## config.mk

```make
export PLATFORM = sky130hd
export DESIGN_NAME = aliq_div
export DESIGN_NICKNAME = d
export VERILOG_FILES = /design/src/aliq_pkg.sv /design/src/aliq_div.sv
export SDC_FILE = /design/constraint.sdc
export NUM_CORES = 1
export LEC_CHECK = 0
export BUFFER_PORTS_ARGS = -buffer_cell sky130_fd_sc_hd__buf_2
export CAP_MARGIN = 15
export CELL_PAD_IN_SITES_DETAIL_PLACEMENT = 0
export CELL_PAD_IN_SITES_GLOBAL_PLACEMENT = 1
export CORE_MARGIN = 8
export CORE_UTILIZATION = 40
export DETAILED_ROUTE_END_ITERATION = 10
export GPL_TIMING_DRIVEN = 0
export PLACE_DENSITY_LB_ADDON = 0.1
export SKIP_LAST_GASP = 1
export SLEW_MARGIN = 15
export SYNTH_ARGS = -nofsm -noshare
export SYNTH_HDL_FRONTEND = slang
export SYNTH_SLANG_ARGS = --single-unit
```

## constraint.sdc

```tcl
create_clock -name i_clk -period 9.75 [get_ports i_clk]
set_input_delay 1.95 -clock i_clk [delete_from_list [all_inputs] [get_ports i_clk]]
set_output_delay 1.95 -clock i_clk [all_outputs]
set_load 0.01 [all_outputs]
```

## src/aliq_pkg.sv

```systemverilog
`timescale 1ns / 1ps
// ----------------------------------------------------------------------------
// aliq_pkg
// Shared constants for the aliquot sum block.
// ----------------------------------------------------------------------------
package aliq_pkg;

    localparam int SIEVE_LIMIT_DEF = 65536;
    localparam int NUMBER_BITS_DEF = 32;
    // prime count below the largest allowed sieve limit
    localparam int STORE_DEPTH     = 6542;
    localparam int PRIME_W         = 16;
    localparam int SUM_W           = 36;

endpackage

```

## src/aliq_div.sv

```systemverilog
`timescale 1ns / 1ps
// ----------------------------------------------------------------------------
// aliq_div
// Radix-16 restoring divider, four quotient bits per cycle.
// ----------------------------------------------------------------------------
module aliq_div
    import aliq_pkg::*;
#(
    parameter int NUMBER_BITS = NUMBER_BITS_DEF
) (
    input  logic                   i_clk,
    input  logic                   i_rst_n,
    input  logic                   i_start,
    input  logic [NUMBER_BITS-1:0] i_dividend,
    input  logic [PRIME_W-1:0]     i_divisor,
    output logic                   o_done,
    output logic [NUMBER_BITS-1:0] o_quot,
    output logic [PRIME_W-1:0]     o_rem
);

    localparam int PW   = ((NUMBER_BITS + 3) / 4) * 4;
    localparam int ITER = PW / 4;
    localparam int TW   = $clog2(ITER + 1);

    logic [PW-1:0]      r_q, n_q;
    logic [PRIME_W-1:0] r_r, n_r;
    logic [PRIME_W-1:0] r_d;
    logic [TW-1:0]      r_cnt;
    logic               r_busy;
    logic               r_done;

    always_comb begin
        logic [PRIME_W:0] t;
        n_q = r_q;
        n_r = r_r;
        for (int s = 0; s < 4; s++) begin
            t   = {n_r, n_q[PW-1]};
            n_q = {n_q[PW-2:0], 1'b0};
            if (t >= {1'b0, r_d}) begin
                t      = t - {1'b0, r_d};
                n_q[0] = 1'b1;
            end
            n_r = t[PRIME_W-1:0];
        end
    end

    always_ff @(posedge i_clk) begin
        if (!i_rst_n) begin
            r_busy <= 1'b0;
            r_done <= 1'b0;
            r_cnt  <= '0;
        end else begin
            r_done <= 1'b0;
            if (i_start) begin
                r_q    <= PW'(i_dividend);
                r_r    <= '0;
                r_d    <= i_divisor;
                r_cnt  <= TW'(ITER);
                r_busy <= 1'b1;
            end else if (r_busy) begin
                r_q   <= n_q;
                r_r   <= n_r;
                r_cnt <= r_cnt - 1'b1;
                if (r_cnt == TW'(1)) begin
                    r_busy <= 1'b0;
                    r_done <= 1'b1;
                end
            end
        end
    end

    assign o_done = r_done;
    assign o_quot = r_q[NUMBER_BITS-1:0];
    assign o_rem  = r_r;

endmodule

```

==> impl_metrics.tcl <==
set metrics [dict create \
    status "finished, final reports clean" \
    clockBufferDepth 2 \
    synth.distinct_cells 61 \
    dr.pass1.iters 4 \
    tightestPinTransition_ps 637 \
    tns_ps 0 \
    cp_max_fo 10 \
    dpl.hpwl_mm 14.8 \
    worstSetupPathType "register to register" \
    cts_htree_levels 3 \
    synth-edff-count 64 \
    netlist_instances 659 \
    cts.root.buffer_cell "clkbuf_16" \
    fp.dieW_um 143 \
    cts_tree "built" \
    syn_area_um2 6460 \
    dieHeight_um 143 \
    place_congestion 0.958 \
    drive_above_1_share_pct 32.7 \
    drc_errors 0 \
    grt_pass1_vias 5615 \
    final_area_um2 8040 \
    routed_wl_mm 18.7 \
    clock-sinks 70 \
    fin_nets 908 \
    synth_area_leaders "edfxtp_1 30%, ha_1 13%, mux2_2 9.4%, xnor2_1 5.0%, nor2_1 3.5%" \
    avgSynthCellArea_um2 9.80 \
    dp_slack_ps -2610 \
    fin_crit_sh_pct 96.7 \
    ios 100 \
    async_flop_share_pct 0 \
    max_stage_delay_ps 450 \
    grt_max_degree 32 \
    hold_buffers 0 \
    wl_per_cell_um 18.5 \
    finalMaxSlewViolations 0 \
    wl_met3_mm 1.29 \
    antenna_left 0 \
    vias_per_cell 5.37 \
    routed.top_layer "met4" \
    clkSlewWorstSetupHoldPaths_ps 60 \
    fmaxAchievable_mhz 106 \
    clkLatencyLatePin_ps 330 \
    numCtsBuffers 9 \
    grt_overflow 0 \
    arrival_ps 9500 \
    final-setup-viol-count 0 \
    worst_setup_path_start_kind "register" \
    synth_flop_cell "edfxtp_1" \
    cp_slowest_cell "edfxtp_1" \
    syn-num-nets 780 \
    period_minus_slack_ps 9430 \
    finalHoldViolations 0 \
    core_um2 15800 \
    rows 46 \
    synth-seq-cells 70 \
    end_kind "register" \
    yosysTopAreaCellShare_pct 29.7 \
    first_iter_violations 350 \
    yosysTopAreaCell "edfxtp_1" \
    n_antenna_cell 0 \
    crit_required_ps 9830 \
    start_util_pct 40.8 \
    worst_slew_margin_rel_pct 57.5 \
    setup_slack_ps 321 \
    antenna_found_initial 0 \
    vias 5416 \
    seq_area_frac_synth_pct 31.6 \
    dpl_cell_area_um2 7240 \
    io_buffer_count 98 \
    areaGrowthSynthToFinish_pct 24.5 \
    hp-class "register to register" \
    dr_wl_met2_mm 8.50 \
    drt-met1-wl_mm 8.46 \
    track_usage_pct 18.2 \
    die_area_um2 20500 \
    grt_pass1_wl_mm 29.0 \
    finClkSkew_ps 5.52 \
    max_cap_viol_count 0 \
    yosysWarnings 0 \
    fin_util_pct 50.8 \
]
==> stage by stage <==
step	cells	hold slack (ps)
2_1_floorplan	659	468
3_3_place_gp	973	486
3_5_place_dp	974	487
4_1_cts	998	495
5_1_grt	1008	544
6_report	1008	497
==> sequential cells by signal, summed over array words and instances, names as in the netlist <==
| name | count |
|---|---|
| o_quot | 32 |
| o_rem | 16 |
| r_d | 16 |
| r_cnt | 4 |
| o_done | 1 |
| r_busy | 1 |
==> layer usage <==
layer | track usage (%) | up-vias
met1 | 22.4 | 2535
li1 | - | 2717
met3 | 4.84 | 24
met2 | 29.8 | 140
met5 | 0 | -
met4 | 7.21 | 0
==> cell type report <==
type	instances	area, µm²
Tap cell	216	270
Sequential cell	70	2040
Clock buffer	9	225
Fill cell	1487	7790
Timing Repair Buffer	117	649
Multi-Input combinational cell	532	4450
Buffer	17	158
Inverter	40	153
Clock inverter	7	97.6
==> cell usage in the layout (no fill, tap or decap), drive strengths merged, types with 4 or more instances in the layout <==
cell type and n:
buf 127, ha 66, edfxtp 64, nor2 61, mux2 58, a21oi 43
inv 41, nand2 38, xnor2 37, o21ai 23, nor3 20, a21o 20
mux2i 20, clkbuf 16, xor2 12, o21a 11, nor2b 10, a211oi 10
nand3 9, nand2b 8, a31oi 8, nand4 6, dfxtp 6, and4 5
o211ai 5, a211o 4, o21bai 4, o2111ai 4, or3 4, fa 4
==> worst paths after layout <==
path | startpoint | to | slack (ps) | depth (start not counted)
setup / recovery | r_d[1] | o_rem[15] | 320 | 45
hold / removal | r_cnt[1] | r_cnt[1] | 500 | 2
setup reg to reg | r_d[1] | o_rem[15] | 320 | 45
hold reg to reg | r_cnt[1] | r_cnt[1] | 500 | 2
==> critical path, delay by kind of cell, from the launching register on <==
| family | cells | cell delay (ps) |
|---|---|---|
| simple gates | 5 | 990 |
| mux | 2 | 650 |
| buf+inv | 10 | 1300 |
| flops | 1 | 450 |
| compound gates | 24 | 4750 |
| fa+ha+maj | 4 | 980 |
==> repair_timing <==
| action | CTS | global route |
|---|---|---|
| buffers inserted | 8 | 10 |
| setup endpoints to repair | 17 | 17 |
| gates cloned | 0 | 0 |
| pin swaps | 9 | 16 |
| gates resized for setup | 39 | 34 |
==> cells by family (layout without fill, tap and decap cells) <==
family / after synthesis / after routing / synth area share [%]
mux: 78 / 78 / 13.4
buf+inv: 57 / 190 / 4.22
xor+xnor: 49 / 49 / 6.64
compound gates: 154 / 154 / 16.3
simple gates: 181 / 181 / 13.8
fa+ha+maj: 70 / 70 / 14.0
flops: 70 / 70 / 31.6
==> synthesized netlist by cell type, drive strengths merged, types with 3 or more instances <==
cell type	instances
a211o	4
a211oi	10
a21o	20
a21oi	43
a31oi	8
and2	3
and3	3
and4	5
buf	10
clkbuf	7
dfxtp	6
edfxtp	64
fa	4
ha	66
inv	40
mux2	58
mux2i	20
nand2	38
nand2b	8
nand3	9
nand4	6
nor2	61
nor2b	10
nor3	20
o2111ai	4
o211a	3
o211ai	5
o21a	11
o21ai	23
o21bai	4
o31ai	3
or2	3
or3	4
xnor2	37
xor2	12
Power is not shown: default switching activity piles up to over one toggle a cycle in this logic, so the estimate is an artifact.
